### config.mk
export PLATFORM = sky130hd
export DESIGN_NAME = text_stream_visualizer_numberer
export DESIGN_NICKNAME = d
export VERILOG_FILES = /design/src/design/tsvn_pkg.sv /design/src/design/text_stream_visualizer_numberer.sv /design/src/design/tsvn_front.sv /design/src/design/tsvn_queue.sv /design/src/design/tsvn_back.sv
export SDC_FILE = /design/constraint.sdc
export NUM_CORES = 1
export LEC_CHECK = 0
export BUFFER_PORTS_ARGS = -buffer_cell sky130_fd_sc_hd__buf_2
export CAP_MARGIN = 25
export CORE_UTILIZATION = 40
export DETAILED_ROUTE_END_ITERATION = 8
export GPL_ROUTABILITY_DRIVEN = 0
export PLACE_DENSITY = 0.68
export SYNTH_ARGS = -nofsm -noshare
export SYNTH_HDL_FRONTEND = slang
export SYNTH_SLANG_ARGS = --single-unit
### constraint.sdc
create_clock -name clk -period 5.35 [get_ports clk]
set_input_delay 0.2675 -clock clk [delete_from_list [all_inputs] [get_ports clk]]
set_output_delay 0.2675 -clock clk [all_outputs]
set_load 0.01 [all_outputs]
### src/design/tsvn_pkg.sv
// ----------------------------------------------------------------------------
// tsvn_pkg
// shared constants, character codes and types of the text stream visualizer
// ----------------------------------------------------------------------------
`default_nettype none

package tsvn_pkg;

  // line counter and result sizing
  localparam int NUMBER_DIGITS = 10;
  localparam int MIN_NUM_WIDTH = 6;
  localparam int MAX_RESULTS   = 15;
  localparam int TAIL_MAX      = 4;
  localparam int QUEUE_DEPTH   = 2;

  localparam int SIG_W     = $clog2(NUMBER_DIGITS + 1);
  localparam int DIG_IDX_W = $clog2(NUMBER_DIGITS);
  localparam int POS_W     = $clog2(MAX_RESULTS);
  localparam int LEN_W     = $clog2(NUMBER_DIGITS + TAIL_MAX + 2);
  localparam int TLEN_W    = $clog2(TAIL_MAX + 1);
  localparam int TIDX_W    = $clog2(TAIL_MAX);
  localparam int QPTR_W    = $clog2(QUEUE_DEPTH);
  localparam int QCNT_W    = $clog2(QUEUE_DEPTH + 1);
  localparam int CFG_IDX_W = 3;

  // configuration register indexes
  localparam logic [CFG_IDX_W-1:0] REG_SHOW_NONPRINTING = 3'd0;
  localparam logic [CFG_IDX_W-1:0] REG_SHOW_TABS        = 3'd1;
  localparam logic [CFG_IDX_W-1:0] REG_SQUEEZE_BLANK    = 3'd2;
  localparam logic [CFG_IDX_W-1:0] REG_NUMBER_ALL       = 3'd3;
  localparam logic [CFG_IDX_W-1:0] REG_SHOW_ENDS        = 3'd4;
  localparam logic [CFG_IDX_W-1:0] REG_NUMBER_NONBLANK  = 3'd5;

  // character codes
  localparam logic [7:0] CH_TAB    = 8'h09;
  localparam logic [7:0] CH_NL     = 8'h0a;
  localparam logic [7:0] CH_SPACE  = 8'h20;
  localparam logic [7:0] CH_DOLLAR = 8'h24;
  localparam logic [7:0] CH_DASH   = 8'h2d;
  localparam logic [7:0] CH_ZERO   = 8'h30;
  localparam logic [7:0] CH_QMARK  = 8'h3f;
  localparam logic [7:0] CH_I      = 8'h49;
  localparam logic [7:0] CH_M      = 8'h4d;
  localparam logic [7:0] CH_CARET  = 8'h5e;
  localparam logic [6:0] LOW_DEL   = 7'h7f;
  localparam logic [6:0] LOW_SPACE = 7'h20;
  localparam logic [7:0] CARET_OFS = 8'd64;
  localparam logic [3:0] BCD_NINE  = 4'd9;

  typedef struct packed {
    logic show_nonprinting;
    logic show_tabs;
    logic squeeze_blank;
    logic number_all;
    logic show_ends;
    logic number_nonblank;
  } cfg_t;

  typedef logic [NUMBER_DIGITS-1:0][3:0] bcd_t;

  // one classified transaction: optional number prefix, then the tail bytes
  typedef struct packed {
    logic                         num_en;
    bcd_t                         digits;
    logic [SIG_W-1:0]             sig;
    logic [SIG_W-1:0]             width;
    logic [TAIL_MAX-1:0][7:0]     tail;
    logic [POS_W-1:0]             len_m1;
  } job_t;

endpackage

`default_nettype wire

### src/design/text_stream_visualizer_numberer.sv
// ----------------------------------------------------------------------------
// text_stream_visualizer_numberer
// byte stream filter: line numbering, blank squeezing, visible control bytes
// ----------------------------------------------------------------------------
// One raw text byte is taken per input transaction, with file_start marking
// the first byte of a new file. Each input yields zero to fifteen output
// transactions, the last of which has last_of_run set; a squeezed repeated
// empty line yields none. A byte that maps to one output byte is taken every
// cycle unless stalled; an input that expands to n bytes (number prefix, '$',
// caret or M-notation) gives n output transactions, one byte per cycle from
// the back sequencer unless out_ready stalls it; a two-entry job queue lets
// the front keep accepting while a run drains. Configuration writes take
// effect at once; the user must make them while the block is idle; the
// block does not check it. The line counter spans files, stops at all nines.
`default_nettype none

module text_stream_visualizer_numberer (
  input  wire logic                             clk,
  input  wire logic                             rst,
  // input bytes
  input  wire logic                             in_valid,
  output logic                                  in_ready,
  input  wire logic [7:0]                       data_byte,
  input  wire logic                             file_start,
  // output bytes
  output logic                                  out_valid,
  input  wire logic                             out_ready,
  output logic [7:0]                            char_out,
  output logic                                  last_of_run,
  // configuration writes
  input  wire logic                             cfg_valid,
  output logic                                  cfg_ready,
  input  wire logic [tsvn_pkg::CFG_IDX_W-1:0]   cfg_index,
  input  wire logic                             cfg_data
);

  tsvn_pkg::cfg_t cfg;
  tsvn_pkg::job_t push_job;
  tsvn_pkg::job_t head;
  logic push;
  logic pop;
  logic q_valid;
  logic q_full;

  // configuration is always taken; unknown indexes are ignored
  assign cfg_ready = 1'b1;

  always_ff @(posedge clk) begin
    if (rst) begin
      cfg <= '0;
    end else if (cfg_valid) begin
      case (cfg_index)
        tsvn_pkg::REG_SHOW_NONPRINTING: cfg.show_nonprinting <= cfg_data;
        tsvn_pkg::REG_SHOW_TABS:        cfg.show_tabs        <= cfg_data;
        tsvn_pkg::REG_SQUEEZE_BLANK:    cfg.squeeze_blank    <= cfg_data;
        tsvn_pkg::REG_NUMBER_ALL:       cfg.number_all       <= cfg_data;
        tsvn_pkg::REG_SHOW_ENDS:        cfg.show_ends        <= cfg_data;
        tsvn_pkg::REG_NUMBER_NONBLANK:  cfg.number_nonblank  <= cfg_data;
        default: ;
      endcase
    end
  end

  // front: line marks, counter snapshot, tail bytes
  tsvn_front u_front (
    .clk        (clk),
    .rst        (rst),
    .cfg        (cfg),
    .in_valid   (in_valid),
    .in_ready   (in_ready),
    .data_byte  (data_byte),
    .file_start (file_start),
    .q_full     (q_full),
    .push       (push),
    .push_job   (push_job)
  );

  // decoupling queue
  tsvn_queue u_queue (
    .clk      (clk),
    .rst      (rst),
    .push     (push),
    .push_job (push_job),
    .pop      (pop),
    .q_valid  (q_valid),
    .q_full   (q_full),
    .head     (head)
  );

  // back: one output byte per cycle into the output register while not stalled
  tsvn_back u_back (
    .clk         (clk),
    .rst         (rst),
    .q_valid     (q_valid),
    .job         (head),
    .q_pop       (pop),
    .out_valid   (out_valid),
    .out_ready   (out_ready),
    .char_out    (char_out),
    .last_of_run (last_of_run)
  );

endmodule

`default_nettype wire

### src/design/tsvn_front.sv
// ----------------------------------------------------------------------------
// tsvn_front
// accepts input bytes, tracks line state and the line counter, builds jobs
// ----------------------------------------------------------------------------
`default_nettype none

module tsvn_front (
  input  wire logic            clk,
  input  wire logic            rst,
  input  wire tsvn_pkg::cfg_t  cfg,
  input  wire logic            in_valid,
  output logic                 in_ready,
  input  wire logic [7:0]      data_byte,
  input  wire logic            file_start,
  input  wire logic            q_full,
  output logic                 push,
  output tsvn_pkg::job_t       push_job
);

  tsvn_pkg::bcd_t digits;
  tsvn_pkg::bcd_t digits_next;
  tsvn_pkg::bcd_t digits_inc;
  logic at_line_start;
  logic prev_blank;

  logic at_ls_eff;
  logic prev_eff;
  logic is_nl;
  logic drop;
  logic num_en;
  logic accept;
  logic carry;
  logic [tsvn_pkg::SIG_W-1:0]  sig;
  logic [tsvn_pkg::SIG_W-1:0]  width;
  logic [tsvn_pkg::TAIL_MAX-1:0][7:0] tail;
  logic [tsvn_pkg::TLEN_W-1:0] tail_len;
  logic [tsvn_pkg::LEN_W-1:0]  nlen;
  logic [tsvn_pkg::LEN_W-1:0]  total;
  logic [6:0] lo;
  logic [7:0] lv0;
  logic [7:0] lv1;
  logic       lv_two;

  always_comb begin
    at_ls_eff = file_start | at_line_start;
    prev_eff  = ~file_start & prev_blank;
    is_nl     = (data_byte == tsvn_pkg::CH_NL);
    drop      = is_nl & at_ls_eff & prev_eff & cfg.squeeze_blank;
    if (is_nl) begin
      num_en = at_ls_eff & cfg.number_all & ~cfg.number_nonblank;
    end else begin
      num_en = at_ls_eff & (cfg.number_all | cfg.number_nonblank);
    end

    // significant digits and field width
    sig = tsvn_pkg::SIG_W'(1);
    for (int i = 0; i < tsvn_pkg::NUMBER_DIGITS; i++) begin
      if (digits[i] != 4'd0) sig = tsvn_pkg::SIG_W'(i + 1);
    end
    width = (sig > tsvn_pkg::SIG_W'(tsvn_pkg::MIN_NUM_WIDTH)) ? sig :
            tsvn_pkg::SIG_W'(tsvn_pkg::MIN_NUM_WIDTH);

    // bcd increment, saturating at all nines
    carry = 1'b1;
    for (int i = 0; i < tsvn_pkg::NUMBER_DIGITS; i++) begin
      if (carry) begin
        digits_inc[i] = (digits[i] == tsvn_pkg::BCD_NINE) ? 4'd0 : digits[i] + 4'd1;
      end else begin
        digits_inc[i] = digits[i];
      end
      carry = carry & (digits[i] == tsvn_pkg::BCD_NINE);
    end
    digits_next = carry ? digits : digits_inc;

    // caret form of the low seven bits
    lo = data_byte[6:0];
    if (lo < tsvn_pkg::LOW_SPACE) begin
      lv0    = tsvn_pkg::CH_CARET;
      lv1    = {1'b0, lo} + tsvn_pkg::CARET_OFS;
      lv_two = 1'b1;
    end else if (lo == tsvn_pkg::LOW_DEL) begin
      lv0    = tsvn_pkg::CH_CARET;
      lv1    = tsvn_pkg::CH_QMARK;
      lv_two = 1'b1;
    end else begin
      lv0    = {1'b0, lo};
      lv1    = tsvn_pkg::CH_CARET;
      lv_two = 1'b0;
    end

    // bytes that follow the number prefix
    tail = '0;
    if (is_nl) begin
      if (cfg.show_ends) begin
        tail[0]  = tsvn_pkg::CH_DOLLAR;
        tail[1]  = tsvn_pkg::CH_NL;
        tail_len = tsvn_pkg::TLEN_W'(2);
      end else begin
        tail[0]  = tsvn_pkg::CH_NL;
        tail_len = tsvn_pkg::TLEN_W'(1);
      end
    end else if (data_byte == tsvn_pkg::CH_TAB && cfg.show_tabs) begin
      tail[0]  = tsvn_pkg::CH_CARET;
      tail[1]  = tsvn_pkg::CH_I;
      tail_len = tsvn_pkg::TLEN_W'(2);
    end else if (!cfg.show_nonprinting || data_byte == tsvn_pkg::CH_TAB) begin
      tail[0]  = data_byte;
      tail_len = tsvn_pkg::TLEN_W'(1);
    end else if (data_byte[7]) begin
      tail[0]  = tsvn_pkg::CH_M;
      tail[1]  = tsvn_pkg::CH_DASH;
      tail[2]  = lv0;
      tail[3]  = lv1;
      tail_len = lv_two ? tsvn_pkg::TLEN_W'(4) : tsvn_pkg::TLEN_W'(3);
    end else begin
      tail[0]  = lv0;
      tail[1]  = lv1;
      tail_len = lv_two ? tsvn_pkg::TLEN_W'(2) : tsvn_pkg::TLEN_W'(1);
    end

    // result count, clipped to the run limit
    nlen  = num_en ? tsvn_pkg::LEN_W'(width) + tsvn_pkg::LEN_W'(1) : '0;
    total = nlen + tsvn_pkg::LEN_W'(tail_len);

    push_job.num_en = num_en;
    push_job.digits = digits;
    push_job.sig    = sig;
    push_job.width  = width;
    push_job.tail   = tail;
    if (total > tsvn_pkg::LEN_W'(tsvn_pkg::MAX_RESULTS)) begin
      push_job.len_m1 = tsvn_pkg::POS_W'(tsvn_pkg::MAX_RESULTS - 1);
    end else begin
      push_job.len_m1 = tsvn_pkg::POS_W'(total - tsvn_pkg::LEN_W'(1));
    end
  end

  assign in_ready = ~q_full;
  assign accept   = in_valid & in_ready;
  assign push     = accept & ~drop;

  // a squeezed newline leaves every mark as it was
  always_ff @(posedge clk) begin
    if (rst) begin
      digits        <= tsvn_pkg::bcd_t'(1);
      at_line_start <= 1'b1;
      prev_blank    <= 1'b0;
    end else if (accept && !drop) begin
      at_line_start <= is_nl;
      prev_blank    <= is_nl & at_ls_eff;
      if (num_en) digits <= digits_next;
    end
  end

endmodule

`default_nettype wire

### src/design/tsvn_queue.sv
// ----------------------------------------------------------------------------
// tsvn_queue
// short job queue between the classifying front and the emitting back
// ----------------------------------------------------------------------------
`default_nettype none

module tsvn_queue (
  input  wire logic            clk,
  input  wire logic            rst,
  input  wire logic            push,
  input  wire tsvn_pkg::job_t  push_job,
  input  wire logic            pop,
  output logic                 q_valid,
  output logic                 q_full,
  output tsvn_pkg::job_t       head
);

  tsvn_pkg::job_t slots [tsvn_pkg::QUEUE_DEPTH];
  logic [tsvn_pkg::QPTR_W-1:0] wr_ptr;
  logic [tsvn_pkg::QPTR_W-1:0] rd_ptr;
  logic [tsvn_pkg::QCNT_W-1:0] count;
  logic do_push;
  logic do_pop;

  assign q_valid = (count != '0);
  assign q_full  = (count == tsvn_pkg::QCNT_W'(tsvn_pkg::QUEUE_DEPTH));
  assign head    = slots[rd_ptr];
  assign do_push = push & ~q_full;
  assign do_pop  = pop & q_valid;

  always_ff @(posedge clk) begin
    if (rst) begin
      wr_ptr <= '0;
      rd_ptr <= '0;
      count  <= '0;
    end else begin
      if (do_push) begin
        wr_ptr <= (wr_ptr == tsvn_pkg::QPTR_W'(tsvn_pkg::QUEUE_DEPTH - 1)) ? '0 :
                  wr_ptr + tsvn_pkg::QPTR_W'(1);
      end
      if (do_pop) begin
        rd_ptr <= (rd_ptr == tsvn_pkg::QPTR_W'(tsvn_pkg::QUEUE_DEPTH - 1)) ? '0 :
                  rd_ptr + tsvn_pkg::QPTR_W'(1);
      end
      if (do_push && !do_pop) begin
        count <= count + tsvn_pkg::QCNT_W'(1);
      end else if (do_pop && !do_push) begin
        count <= count - tsvn_pkg::QCNT_W'(1);
      end
    end
  end

  always_ff @(posedge clk) begin
    if (do_push) slots[wr_ptr] <= push_job;
  end

endmodule

`default_nettype wire

### src/design/tsvn_back.sv
// ----------------------------------------------------------------------------
// tsvn_back
// byte sequencer: unless the output stalls, walks the head job one output byte per cycle
// ----------------------------------------------------------------------------
`default_nettype none

module tsvn_back (
  input  wire logic            clk,
  input  wire logic            rst,
  input  wire logic            q_valid,
  input  wire tsvn_pkg::job_t  job,
  output logic                 q_pop,
  output logic                 out_valid,
  input  wire logic            out_ready,
  output logic [7:0]           char_out,
  output logic                 last_of_run
);

  logic [tsvn_pkg::POS_W-1:0] pos;
  logic [tsvn_pkg::LEN_W-1:0] pos_l;
  logic [tsvn_pkg::LEN_W-1:0] width_l;
  logic [tsvn_pkg::LEN_W-1:0] nlen;
  logic [tsvn_pkg::LEN_W-1:0] didx;
  logic [tsvn_pkg::LEN_W-1:0] tidx;
  logic [7:0] ch;
  logic is_last;
  logic advance;

  always_comb begin
    pos_l   = tsvn_pkg::LEN_W'(pos);
    width_l = tsvn_pkg::LEN_W'(job.width);
    nlen    = job.num_en ? width_l + tsvn_pkg::LEN_W'(1) : '0;
    didx    = width_l - tsvn_pkg::LEN_W'(1) - pos_l;
    tidx    = pos_l - nlen;
    if (job.num_en && pos_l < width_l) begin
      // leading spaces pad the number to its field width
      if (didx >= tsvn_pkg::LEN_W'(job.sig)) begin
        ch = tsvn_pkg::CH_SPACE;
      end else begin
        ch = tsvn_pkg::CH_ZERO | {4'd0, job.digits[didx[tsvn_pkg::DIG_IDX_W-1:0]]};
      end
    end else if (job.num_en && pos_l == width_l) begin
      ch = tsvn_pkg::CH_TAB;
    end else begin
      ch = job.tail[tidx[tsvn_pkg::TIDX_W-1:0]];
    end
    is_last = (pos == job.len_m1);
  end

  assign advance = q_valid & (~out_valid | out_ready);
  assign q_pop   = advance & is_last;

  always_ff @(posedge clk) begin
    if (rst) begin
      out_valid <= 1'b0;
      pos       <= '0;
    end else if (advance) begin
      out_valid <= 1'b1;
      pos       <= is_last ? '0 : pos + tsvn_pkg::POS_W'(1);
    end else if (out_ready) begin
      out_valid <= 1'b0;
    end
  end

  always_ff @(posedge clk) begin
    if (advance) begin
      char_out    <= ch;
      last_of_run <= is_last;
    end
  end

endmodule

`default_nettype wire

==> parameters.txt, run 1 <==
Parameter                              Value

Yosys
  Share of synthesized area spent on multiplexers ... 11.4%
  Synth unique cells ... 66
  Number of warnings issued by yosys ... 0
  Synthesized-area fraction occupied by adder cells ... 2.66%
  Asr flop ratio synth ... 0%
  Area of the mapped netlist ... 0.0109 mm²
  Combinational family with the most area after synthesis ... simple AND/OR/NAND/NOR gates
  Number of flops mapped to enable cells by yosys ... 177
  Complex-gate fraction of the synthesized area ... 7.03%
  Cells after synthesis ... 859
  Seq/Total Area, Yosys ... 59.3%
  Xor-xnor portion of the synthesized cell area ... 2.97%
  Leading register cell type out of synthesis ... edfxtp_1
  Average instance area after synthesis ... 12.7 µm²
  Simple-gate area share of the yosys netlist ... 14.5%
  Yosys reg bits ... 235

Floorplanning
  Top-level port count ... 30
  Horizontal extent of the die ... 167 µm
  Die Area ... 0.0280 mm²
  Starting Density ... 40.6%
  DIE HEIGHT ... 167 µm
  Core ar. ... 0.0269 mm²
  Floorplan row count ... 60

Worst setup path
  Setup crit start kind ... register
  Setup slack on the worst flop-to-flop path ... 1.49 ns
  Critical path arrival ... 4.08 ns
  Worst Path Class, Setup ... register to register
  Path depth of the worst reg2reg path ... 13
  Worst-path maximum fanout ... 37
  Worst Setup EP ... u_back.char_out[0]$_DFFE_PP_
  Endpoint of the worst-slack reg-to-reg timing path ... u_back.char_out[0]$_DFFE_PP_
  Category of the worst setup path capture point ... register
  Data required time of the worst path ... 5.57 ns

Clocking
  Skew-Pair Late Insertion Delay ... 0.52 ns
  Buffer depth of the longest clock path ... 3
  Resize count post-CTS ... 0
  Number of H-tree levels ... 1
  Cts-stage hold buffer count ... 0
  Buffers inserted during post-CTS setup optimization ... 0
  Post-CTS clock slew at the launch and capture registers of the worst setup and hold paths ... 0.06 ns
  TritonCTS clock tree ... yes
  Clock sink count ... 235
  Total CTS buffers ... 24
  Master cell of the clock root buffer ... clkbuf_16

Hold path
  Type of the tightest min-delay check ... input pin to register
  Startpoint of the tightest hold check path ... cfg_data

Cells and area
  Fill cells ... 2379
  Final core area utilization ... 45.7%
  Post-layout nets ... 935
  Inserted Diodes ... 0
  Post-layout instance area ... 0.0123 mm²
  Fraction of layout instances using a drive strength above 1 ... 13.9%
  Synthesis-to-layout area growth ... 12.5%

Timing
  Worst Max-Slew Pin Slew ... 0.938 ns
  Crit share post-route ... 72.2%
  Post-layout worst setup margin ... 1.49 ns
  Fmax ... 0.259 GHz
  Max-Slew Margin vs Limit ... 36.9%
  Final TNS setup ... 0 ns
  Total count of max-transition violations in the final report ... 0
  Min cycle time layout ... 3.86 ns
  Hold violation count in the final report ... 0
  Final Skew ... 0.0217 ns
  Unrepaired setup endpoints after global routing ... false
  Final Setup Violations ... 0

Power and ir drop
  Leak ... 4.31 nW
  Power consumption ... 0.00550 W
  Power per unit of standard cell area ... 448 mW/mm²
  IR drop worst, VDD ... 0.263 mV

Placed design
  Detail Placement HPWL ... 15600 µm
  Standard cell area after detailed placement ... 0.0115 mm²
  Worst-case setup slack after placement ... 1.50 ns
  Port-buffer cells ... 28

Route
  Number of nets with antenna violations after detailed routing ... 0
  DR iter-0 viols ... 449
  Pre-antenna DRT Iters ... 5
  Per-cell routed wire length ... 18.0 µm
  DRT Wirelength ... 22600 µm
  Via count of the routed design ... 6943
  Number of design rule violations left after detail routing ... 0
  Number of vias per cell after detailed routing ... 5.54

Run status
  Result of the run ... finished, final reports clean

GRT
  Initial antenna violation count ... 1
  Wire length of the first global-routing pass ... 36400 µm
  All-Layer GR Usage ... 16.4%
  Via count of the first global-routing pass ... 6781
  Pin count of the biggest net entering global routing ... 59
  GR Overflow Total ... 0

Flow run
  Number of violations of the max-capacitance limit ... 0
-- worst max-delay path, cell delays in order (launching register included) --
cell and delay, ns:
dfxtp_4 0.75, buf_4 0.53, mux2i_1 0.29, inv_1 0.06, ha_1 0.36, xor2_1 0.17
buf_4 0.21, inv_1 0.09, ha_1 0.28, nand2_1 0.04, o21ai_0 0.35, nor2_1 0.07
nand4_1 0.16, o221ai_1 0.18
-- how the worst min path moves through the flow --
stage / cells after the start / endpoint / slack, ns
floorplan: 2 / cfg[0]$_SDFFE_PP0P_ / 0.41
global placement: 2 / u_front.prev_blank$_SDFFE_PP0P_ / 0.46
detailed placement: 2 / u_front.prev_blank$_SDFFE_PP0P_ / 0.48
CTS: 3 / cfg[4]$_SDFFE_PP0P_ / 0.09
global route: 3 / cfg[4]$_SDFFE_PP0P_ / 0.10
finish: 3 / cfg[2]$_SDFFE_PP0P_ / 0.1
-- report_power, final --
group | internal, W | total [W] | switching, W
clock | 0.00104 | 0.00170 | 0.000663
sequential | 0.00232 | 0.00244 | 0.000126
combinational | 0.000578 | 0.00135 | 0.000774
total | 0.00394 | 0.00550 | 0.00156
-- layout by cell type (no fill, tap or decap), drive strengths merged, types with 6 or more instances in the layout --
master / netlist / final
a21o: 6 / 6
a21oi: 39 / 39
a31oi: 11 / 11
buf: 8 / 36
clkbuf: 21 / 34
dfxtp: 58 / 58
edfxtp: 177 / 177
ha: 20 / 20
inv: 28 / 28
mux2: 10 / 10
mux2i: 41 / 41
mux4: 32 / 32
nand2: 46 / 46
nand2b: 7 / 7
nand3: 27 / 27
nand3b: 6 / 6
nand4: 13 / 13
nor2: 103 / 103
nor2b: 23 / 23
nor3: 10 / 10
nor3b: 8 / 8
nor4: 8 / 8
o21ai: 24 / 24
o22ai: 6 / 6
or3: 10 / 10
or4: 6 / 6
xnor2: 14 / 14
xor2: 23 / 23
-- Yosys cell counts, types with 4 or more instances --
library cell    n  area share (%)
nand4_1        13            0.74
and2_1          5            0.29
xnor2_1        14             1.1
mux4_2         32             6.6
edfxtp_1      177              49
o21ai_0        24             1.1
nand4b_1        4            0.32
o31ai_1         4            0.27
nor3b_1         8            0.55
a21oi_1        39             1.8
clkbuf_1       21            0.72
ha_1           20             2.3
buf_2           4            0.18
o21a_1          4            0.27
or3_1          10            0.57
dfxtp_1        58              11
nand2_1        45             1.5
nor2_1        103             3.5
o221ai_1        4            0.32
o211ai_1        4            0.27
mux2_2         10             1.0
nor4_1          8            0.46
a21o_1          6            0.41
nor4bb_1        4            0.37
nor4b_1         4            0.32
nand3_1        27             1.2
or4_1           5            0.34
nor3_1         10            0.46
mux2i_1        41             3.8
nand2b_1        7            0.40
xor2_1         23             1.8
o22ai_1         6            0.34
nor2b_1        23             1.3
nand3b_1        6            0.41
a31oi_1        11            0.63
inv_1          28            0.96
-- per-stage QoR --
step	hold slack (ns)	cells
detailed placement	0.481	1210
floorplan	0.411	862
CTS	0.0877	1254
global placement	0.462	1209
finish	0.0951	1254
global route	0.101	1254
-- per-layer routing --
layer	vias to the layer above	global-route usage [%]	wire, µm
li1	3310	-	-
met1	3412	22.3	10200
met2	188	27.2	10600
met3	31	3.19	1440
met4	2	4.03	376
met5	-	0	13
-- sequential cells by signal, summed over array words and instances, names as in the netlist, 2 cells and up, named ones only --
register	flops
cfg	6
u_front.push_job	40
u_back.pos	4
u_queue.count	2
u_queue.slots	168
u_back.char_out	8
-- cell families after synthesis --
logic type | after synthesis
AND/OR/NAND/NOR | 301
flip-flops | 235
AO/OA/AOI/OAI | 122
multiplexers | 83
buffers and inverters | 57
XOR/XNOR | 37
adder cells (fa/ha/maj) | 22
other | 2
-- final cells by class --
class	count	area, µm²	share of cell area (%)
Clock buffer	34	689	5.61
Clock inverter	10	130	1.06
Inverter	28	105	0.855
Multi-Input combinational cell	570	4240	34.5
Sequential cell	235	6480	52.7
Tap cell	341	427	3.47
Timing Repair Buffer	36	220	1.79
(Power assumes the default switching activity.)
==> run 2: changes to the inputs <==
--- a/config.mk
+++ b/config.mk
@@ -10,7 +10,7 @@
 export CORE_UTILIZATION = 40
 export DETAILED_ROUTE_END_ITERATION = 8
 export GPL_ROUTABILITY_DRIVEN = 0
-export PLACE_DENSITY = 0.68
+export PLACE_DENSITY = 0.66
 export SYNTH_ARGS = -nofsm -noshare
 export SYNTH_HDL_FRONTEND = slang
 export SYNTH_SLANG_ARGS = --single-unit
==> constraint.sdc (replaced) <==
create_clock -name clk -period 4 [get_ports clk]
set_input_delay 0.2 -clock clk [delete_from_list [all_inputs] [get_ports clk]]
set_output_delay 0.2 -clock clk [all_outputs]
set_load 0.01 [all_outputs]
==> run 2 against run 1 <==
  * Non-clock buffer count is 2 higher
  * Highest routed layer is now met4
  * Largest cell class unchanged
  * Final area is 0.38% higher
  * Worst hold slack got worse by 0.063 ns
==> parameters.txt, run 2 (same netlist as run 1, synthesis figures left out) <==
Parameter                              Value

Run status
  Result of the run ... finished, final reports clean

Timing
  Worst Max-Slew Pin Slew ... 0.934 ns (-0.00442 ns)
  Final Setup Violations ... 0 (unchanged)
  Worst slack on hold paths ... 0.0325 ns (-0.0625 ns)
  Min cycle time layout ... 3.35 ns (-0.507 ns)
  Final TNS setup ... 0 ns (unchanged)
  Hold violation count in the final report ... 0 (unchanged)
  Max-Slew Margin vs Limit ... 37.3% (+0.42 points)
  Crit share post-route ... 83.9% (+12 points)
  Unrepaired setup endpoints after global routing ... false
  Fmax ... 0.298 GHz (+15%)
  Total count of max-transition violations in the final report ... 0 (unchanged)
  Final Skew ... 0.0120 ns (-0.00970 ns)

Cells and area
  Most used cells in the layout excluding fill and tap cells ... edfxtp_1, nor2_1, dfxtp_1
  Largest register by flop count ... u_queue.slots
  Inserted Diodes ... 0 (unchanged)
  Post-layout nets ... 938 (+0.32%)
  Max FFs per register ... 168 (unchanged)
  Most common cell after layout, fill and taps aside ... edfxtp_1
  Synthesis-to-layout area growth ... 12.9%
  Fraction of layout instances using a drive strength above 1 ... 14.1% (+0.17 points)
  Fill cells ... 2372 (-0.29%)

Route
  Pre-antenna DRT Iters ... 5 (unchanged)
  Number of nets with antenna violations after detailed routing ... 0 (unchanged)
  Per-cell routed wire length ... 18.3 µm (+1.4%)
  Number of design rule violations left after detail routing ... 0 (unchanged)
  Via count of the routed design ... 6909 (-0.49%)
  DRT Wirelength ... 23000 µm (+1.7%)
  Number of vias per cell after detailed routing ... 5.50 (-0.73%)
  DR iter-0 viols ... 398 (-11%)

Clocking
  Cts-stage hold buffer count ... 1 (+1)
  TritonCTS clock tree ... yes
  Skew-Pair Late Insertion Delay ... 0.51 ns (about the same)
  Number of H-tree levels ... 1 (unchanged)
  Clock sink count ... 235 (unchanged)
  Master cell of the clock root buffer ... clkbuf_16
  Post-CTS clock slew at the launch and capture registers of the worst setup and hold paths ... 0.06 ns (about the same)
  Total CTS buffers ... 25 (+4.2%)
  Resize count post-CTS ... 0 (unchanged)
  Buffer depth of the longest clock path ... 3 (unchanged)
  Buffers inserted during post-CTS setup optimization ... 0 (unchanged)

Power and ir drop
  Internal cell power ... 0.00527 W (+34%)
  Share of total power consumed by net switching ... 28.7% (+0.28 points)
  Power per unit of standard cell area ... 599 mW/mm² (+34%)
  Part of the total power dissipated in sequential elements ... 44.0% (-0.4 points)
  IR drop worst, VDD ... 0.354 mV (+35%)
  Clk network pwr share ... 31.0% (about the same)
  Net switching power ... 0.00212 W (+36%)
  Leak ... 4.32 nW (+0.34%)
  Comb pwr share ... 25.0% (+0.4 points)

Hold path
  Type of the tightest min-delay check ... input pin to register
  Hold Path Depth ... 3 (unchanged)
  Startpoint of the tightest hold check path ... cfg_data

GRT
  Pin count of the biggest net entering global routing ... 76 (+29%)
  GR Overflow Total ... 0 (unchanged)
  All-Layer GR Usage ... 16.6% (+0.19 points)
  Initial antenna violation count ... 0 (-1)
  Wire length of the first global-routing pass ... 36700 µm (+0.99%)
  Via count of the first global-routing pass ... 6796 (+0.22%)

Floorplanning
  Starting Density ... 40.6% (unchanged)
  Floorplan row count ... 60 (unchanged)
  Core ar. ... 0.0269 mm² (unchanged)
  Die Area ... 0.0280 mm² (unchanged)
  Top-level port count ... 30 (unchanged)
  DIE HEIGHT ... 167 µm (unchanged)
  Horizontal extent of the die ... 167 µm (unchanged)

Worst setup path
  Worst Path Class, Setup ... register to register
  Worst-path maximum fanout ... 17 (-54%)
  Critical path arrival ... 3.68 ns (-0.40 ns)
  Setup crit start kind ... register
  Data required time of the worst path ... 4.32 ns (-1.25 ns)
  Cell with the largest stage delay on the worst path ... dfxtp_4
  Worst stage delay on the critical path ... 0.54 ns (-0.21 ns)
  Category of the worst setup path capture point ... register
  Crit-path cells ... mux2i_1 > inv_1 > ha_1 > a21o_1 > a21oi_1 > xnor2_1 > ha_1 > a21oi_1 > o21ai_0 > nor2_1 > nand4_1 > o21ai_0
  Setup slack on the worst flop-to-flop path ... 0.65 ns (-0.84 ns)
  Path depth of the worst reg2reg path ... 12 (-1)

Flow run
  Number of violations of the max-capacitance limit ... 0 (unchanged)

Placed design
  Detail Placement HPWL ... 15800 µm (+0.99%)
  Port-buffer cells ... 28 (unchanged)
-- run 2: cell types whose count changed in the layout (fill, tap and decap cells not counted) --
cell / delta
clkinvlp_4: -1
clkinv_4: +1
clkinv_1: +1
xor2_4: +1
xor2_1: -1
buf_16: -1
dlygate4sd3_1: +1
buf_12: +2
-- run 2: final timing paths --
kind                                                        end
worst max-delay path               u_back.char_out[1]$_DFFE_PP_
worst max register to register     u_back.char_out[1]$_DFFE_PP_
worst min-delay path                        cfg[0]$_SDFFE_PP0P_
worst min register to register  u_front.prev_blank$_SDFFE_PP0P_
-- run 2: final cells by class --
class	count	area, µm²	area share, %
clock buffer	34	689	5.59
clock inverter	11	135	1.10
inverter	28	105	0.852
multi-input combinational	570	4260	34.5
sequential	235	6480	52.5
tap	341	427	3.46
timing repair buffer	38	243	1.97
-- run 2: stage by stage --
stage               cells  power, W  area (µm²)  worst slack [ns]  utilization (%)
global route         1257   0.00773       12300             0.273             45.9
finish               1257   0.00739       12300             0.645             45.9
detailed placement   1211   0.00517       11500             0.554             42.8
floorplan             862   0.00458       11000            0.0404                -
global placement     1211   0.00514       11500             0.630             42.8
CTS                  1257   0.00747       12300             0.594             45.9
-- run 2: power by group through the flow --
| stage | registers (W) | clock network, W | logic [W] |
|---|---|---|---|
| 2_1_floorplan | 0.00329 | 0 | 0.00129 |
| 3_3_place_gp | 0.00329 | 0 | 0.00185 |
| 3_5_place_dp | 0.00331 | 0 | 0.00186 |
| 4_1_cts | 0.00326 | 0.00234 | 0.00187 |
| 5_1_grt | 0.00329 | 0.00242 | 0.00202 |
| 6_report | 0.00326 | 0.00229 | 0.00185 |
-- run 2: worst max-delay path, delay by kind of cell, from the launching register on --
| kind | cells | cell delay, ns |
|---|---|---|
| compound gates | 5 | 0.91 |
| fa+ha+maj | 2 | 0.63 |
| flops | 1 | 0.54 |
| mux | 1 | 0.45 |
| simple gates | 2 | 0.31 |
| xor+xnor | 1 | 0.23 |
| buf+inv | 1 | 0.08 |
-- run 2: layer usage --
metal	track usage [%]	wire length, µm
met2	27.0	10600
met5	0	0
met1	23.8	10900
met3	2.01	1110
met4	4.15	379
==> run 3: changes to the inputs <==
--- a/config.mk
+++ b/config.mk
@@ -5,6 +5,7 @@
 export SDC_FILE = /design/constraint.sdc
 export NUM_CORES = 1
 export LEC_CHECK = 0
+export ABC_AREA = 1
 export BUFFER_PORTS_ARGS = -buffer_cell sky130_fd_sc_hd__buf_2
 export CAP_MARGIN = 25
 export CORE_UTILIZATION = 40
==> constraint.sdc (replaced) <==
create_clock -name clk -period 3.37 [get_ports clk]
set_input_delay 0.1685 -clock clk [delete_from_list [all_inputs] [get_ports clk]]
set_output_delay 0.1685 -clock clk [all_outputs]
set_load 0.01 [all_outputs]
==> run 3 against run 2 <==
  * Sequential cell count did not move
  * Clock skew shrank 0.0037 ns
  * Final area up 5.3%
  * Global-route usage grew 1.5 points
  * Critical path depth rose by 6
  * Sequential share of layout area down 2.6 points
  * Total power is 13% higher
  * Synthesized area increased by 2.2%
  * Synthesized cell count up 36%
  * Register-to-register slack worse by 0.44 ns
  * Critical path type unchanged
  * Critical endpoint is now u_queue.slots[0][3]$_DFFE_PP_
  * Largest power group unchanged
==> parameters.txt, run 3 <==
Parameter                              Value

Route
  Per-cell routed wire length ... 15.5 µm (-15%)
  Number of nets with antenna violations after detailed routing ... 0 (unchanged)
  DRT Wirelength ... 25600 µm (+11%)
  Via count of the routed design ... 8411 (+22%)
  Number of design rule violations left after detail routing ... 0 (unchanged)
  DR iter-0 viols ... 563 (+41%)
  Pre-antenna DRT Iters ... 5 (unchanged)
  Number of vias per cell after detailed routing ... 5.11 (-7.1%)

Timing
  Crit share post-route ... 93.8% (+9.9 points)
  Min cycle time layout ... 3.16 ns (-0.193 ns)
  Fmax ... 0.316 GHz (+6.1%)
  Post-layout worst setup margin ... 0.208 ns (-0.437 ns)
  Hold violation count in the final report ... 0 (unchanged)
  Max-Slew Margin vs Limit ... 44.0% (+6.7 points)
  Worst Max-Slew Pin Slew ... 0.841 ns (-0.0931 ns)
  Total count of max-transition violations in the final report ... 0 (unchanged)
  Final TNS setup ... 0 ns (unchanged)
  Final Setup Violations ... 0 (unchanged)
  Worst slack on hold paths ... 0.0365 ns (+0.00395 ns)
  Final Skew ... 0.00833 ns (-0.00367 ns)

Cells and area
  Most common cell after layout, fill and taps aside ... nand2_1
  Fill cells ... 2543 (+7.2%)
  Synthesis-to-layout area growth ... 16.4%
  Largest register by flop count ... u_queue.slots
  Final core area utilization ... 47.8% (+1.9 points)
  Most used cells in the layout excluding fill and tap cells ... nand2_1, edfxtp_1, nor2_1
  Post-layout nets ... 1297 (+38%)
  Inserted Diodes ... 0 (unchanged)
  Max FFs per register ... 168 (unchanged)
  Fraction of layout instances using a drive strength above 1 ... 14.0% (-0.12 points)

Worst setup path
  Launch point of the critical path ... u_front.push_job[51]$_SDFFE_PP0P_
  Data required time of the worst path ... 3.63 ns (-0.69 ns)
  Setup crit start kind ... register
  Worst Path Class, Setup ... register to register
  Critical path arrival ... 3.42 ns (-0.26 ns)
  Category of the worst setup path capture point ... register
  Worst-path maximum fanout ... 5 (-12)
  Source of the worst register-to-register timing path ... u_front.push_job[51]$_SDFFE_PP0P_

Yosys
  Leading register cell type out of synthesis ... edfxtp_1
  Yosys reg bits ... 235 (unchanged)
  Seq/Total Area, Yosys ... 58.0% (-1.2 points)
  Yosys top cell by area ... edfxtp_1
  Most frequent cell after synthesis ... nand2_1
  Number of warnings issued by yosys ... 0 (unchanged)
  Cells after synthesis ... 1169 (+36%)
  Area of the mapped netlist ... 0.0112 mm² (+2.2%)
  Most numerous cell types in the synthesized netlist ... nand2_1, edfxtp_1, nor2_1, inv_1, a21oi_1
  Average instance area after synthesis ... 9.55 µm² (-25%)
  Number of flops mapped to enable cells by yosys ... 177 (unchanged)
  Asr flop ratio synth ... 0% (unchanged)
  Most area-consuming cells after synthesis ... edfxtp_1, dfxtp_1, nand2_1, nor2_1, inv_1
  Share of the synthesized area in the top cell type ... 47.6% (-1.0 points)
  Synth unique cells ... 51 (-23%)

Floorplanning
  Die Area ... 0.0286 mm² (+2.1%)
  Core ar. ... 0.0272 mm² (+1.1%)
  Floorplan row count ... 60 (unchanged)
  DIE HEIGHT ... 169 µm (+1.1%)
  Horizontal extent of the die ... 169 µm (+1.1%)
  Top-level port count ... 30 (unchanged)
  Starting Density ... 41.1% (+0.42 points)

Flow run
  Number of violations of the max-capacitance limit ... 0 (unchanged)

Placed design
  Detail Placement HPWL ... 17300 µm (+9.6%)
  Port-buffer cells ... 28 (unchanged)
  Worst-case setup slack after placement ... 0.176 ns (-0.378 ns)

Power and ir drop
  Power consumption ... 0.00838 W (+13%)
  Power per unit of standard cell area ... 645 mW/mm² (+7.7%)
  IR drop worst, VDD ... 0.303 mV (-15%)
  Leak ... 5.08 nW (+18%)

Clocking
  Skew-Pair Late Insertion Delay ... 0.51 ns (about the same)
  Master cell of the clock root buffer ... clkbuf_16
  Clock sink count ... 235 (unchanged)
  Total CTS buffers ... 24 (-4.0%)
  Buffer depth of the longest clock path ... 3 (unchanged)
  Number of H-tree levels ... 1 (unchanged)
  TritonCTS clock tree ... yes
  Post-CTS clock slew at the launch and capture registers of the worst setup and hold paths ... 0.06 ns (about the same)

GRT
  Peak-usage layer in the global routing report ... met2
  Met1 demand-to-capacity share in global routing ... 25.4% (+1.6 points)
  GR Overflow Total ... 0 (unchanged)
  Pin count of the biggest net entering global routing ... 85 (+12%)
  Wire length of the first global-routing pass ... 41000 µm (+12%)
  GRT met3 Usage ... 1.99% (-0.022 points)
  Initial antenna violation count ... 0 (unchanged)
  Via count of the first global-routing pass ... 7897 (+16%)
  Global Route met2 Usage ... 29.9% (+2.9 points)
  All-Layer GR Usage ... 18.1% (+1.5 points)

Hold path
  Startpoint of the tightest hold check path ... cfg_valid
  Type of the tightest min-delay check ... input pin to register

Run status
  Result of the run ... finished, final reports clean
==> run 3: cell types whose count changed after synthesis, sizes merged, moves of 10 or more <==
cell	delta
mux4	-32
nor2	+47
mux2i	-37
a21oi	+39
mux2	-10
or3	-10
nor2b	-23
o21ai	+47
nand3	+19
nand2	+217
nand4	+21
inv	+84
==> run 3: where the power goes <==
| group | switching [W] | internal (W) |
|---|---|---|
| Sequential | 0.0000977 | 0.00347 |
| Clock | 0.00107 | 0.00151 |
| Combinational | 0.00145 | 0.000781 |
| Total | 0.00262 | 0.00577 |
==> run 3: layout make-up <==
| type | count | area [µm²] | area share, % |
|---|---|---|---|
| Clock buffer | 38 | 744 | 5.73 |
| Timing Repair Buffer | 98 | 703 | 5.41 |
| Multi-Input combinational cell | 784 | 4140 | 31.8 |
| Tap cell | 372 | 465 | 3.58 |
| Sequential cell | 235 | 6480 | 49.9 |
| Clock inverter | 6 | 32.5 | 0.250 |
| Inverter | 114 | 428 | 3.29 |
==> run 3: path summary, 6_finish.rpt <==
| check | endpoint | slack [ns] | cells after the start |
|---|---|---|---|
| worst max-delay path | u_queue.slots[0][3]$_DFFE_PP_ | 0.21 | 18 |
| worst min-delay path | cfg[0]$_SDFFE_PP0P_ | 0.04 | 3 |
| worst max register to register | u_queue.slots[0][3]$_DFFE_PP_ | 0.21 | 18 |
| worst min register to register | cfg[3]$_SDFFE_PP0P_ | 0.47 | 2 |
==> run 3: what timing repair did <==
item                                   CTS  global route
gates resized for setup                  0            10
hold buffers                             5             0
setup buffers                            0             2
setup endpoints to repair                0             2
endpoints found under the hold margin    6             0
==> run 3: cell families after synthesis <==
group                    count (synthesis)  synth area share, %
XOR/XNOR                                24                 1.88
flip-flops                             235                 58.0
AND/OR/NAND/NOR                        525                 21.0
buffers and inverters                  153                 5.43
adder cells (fa/ha/maj)                 22                 2.60
other                                    2               0.0673
multiplexers                             4                0.359
AO/OA/AOI/OAI                          204                 10.6
==> run 3: stage by stage <==
step	area [µm²]	instances
after global routing	13000	1647
after global placement	12100	1596
after CTS	12900	1645
final	13000	1647
after floorplan	11200	1172
after detailed placement	12100	1596
==> run 3: layer usage <==
| layer | wire length [µm] | vias up |
|---|---|---|
| li1 | - | 4204 |
| met1 | 12000 | 3956 |
| met2 | 11900 | 219 |
| met3 | 1280 | 32 |
| met4 | 439 | 0 |
| met5 | 0 | - |
==> run 3: worst max-delay path: stages (launching register included) <==
cell     delay (ns)
dfxtp_1        0.35
inv_1          0.11
nand4_1        0.16
nor4_1         0.23
buf_4          0.15
o21ai_0        0.07
a21oi_1        0.22
nand2_1        0.13
ha_1           0.28
inv_1          0.07
nor2_2         0.05
fa_1           0.40
xor2_1         0.24
nor2_1         0.06
nand2_1        0.10
xnor2_2        0.12
inv_1          0.05
nand2_1        0.06
nand2_1        0.06
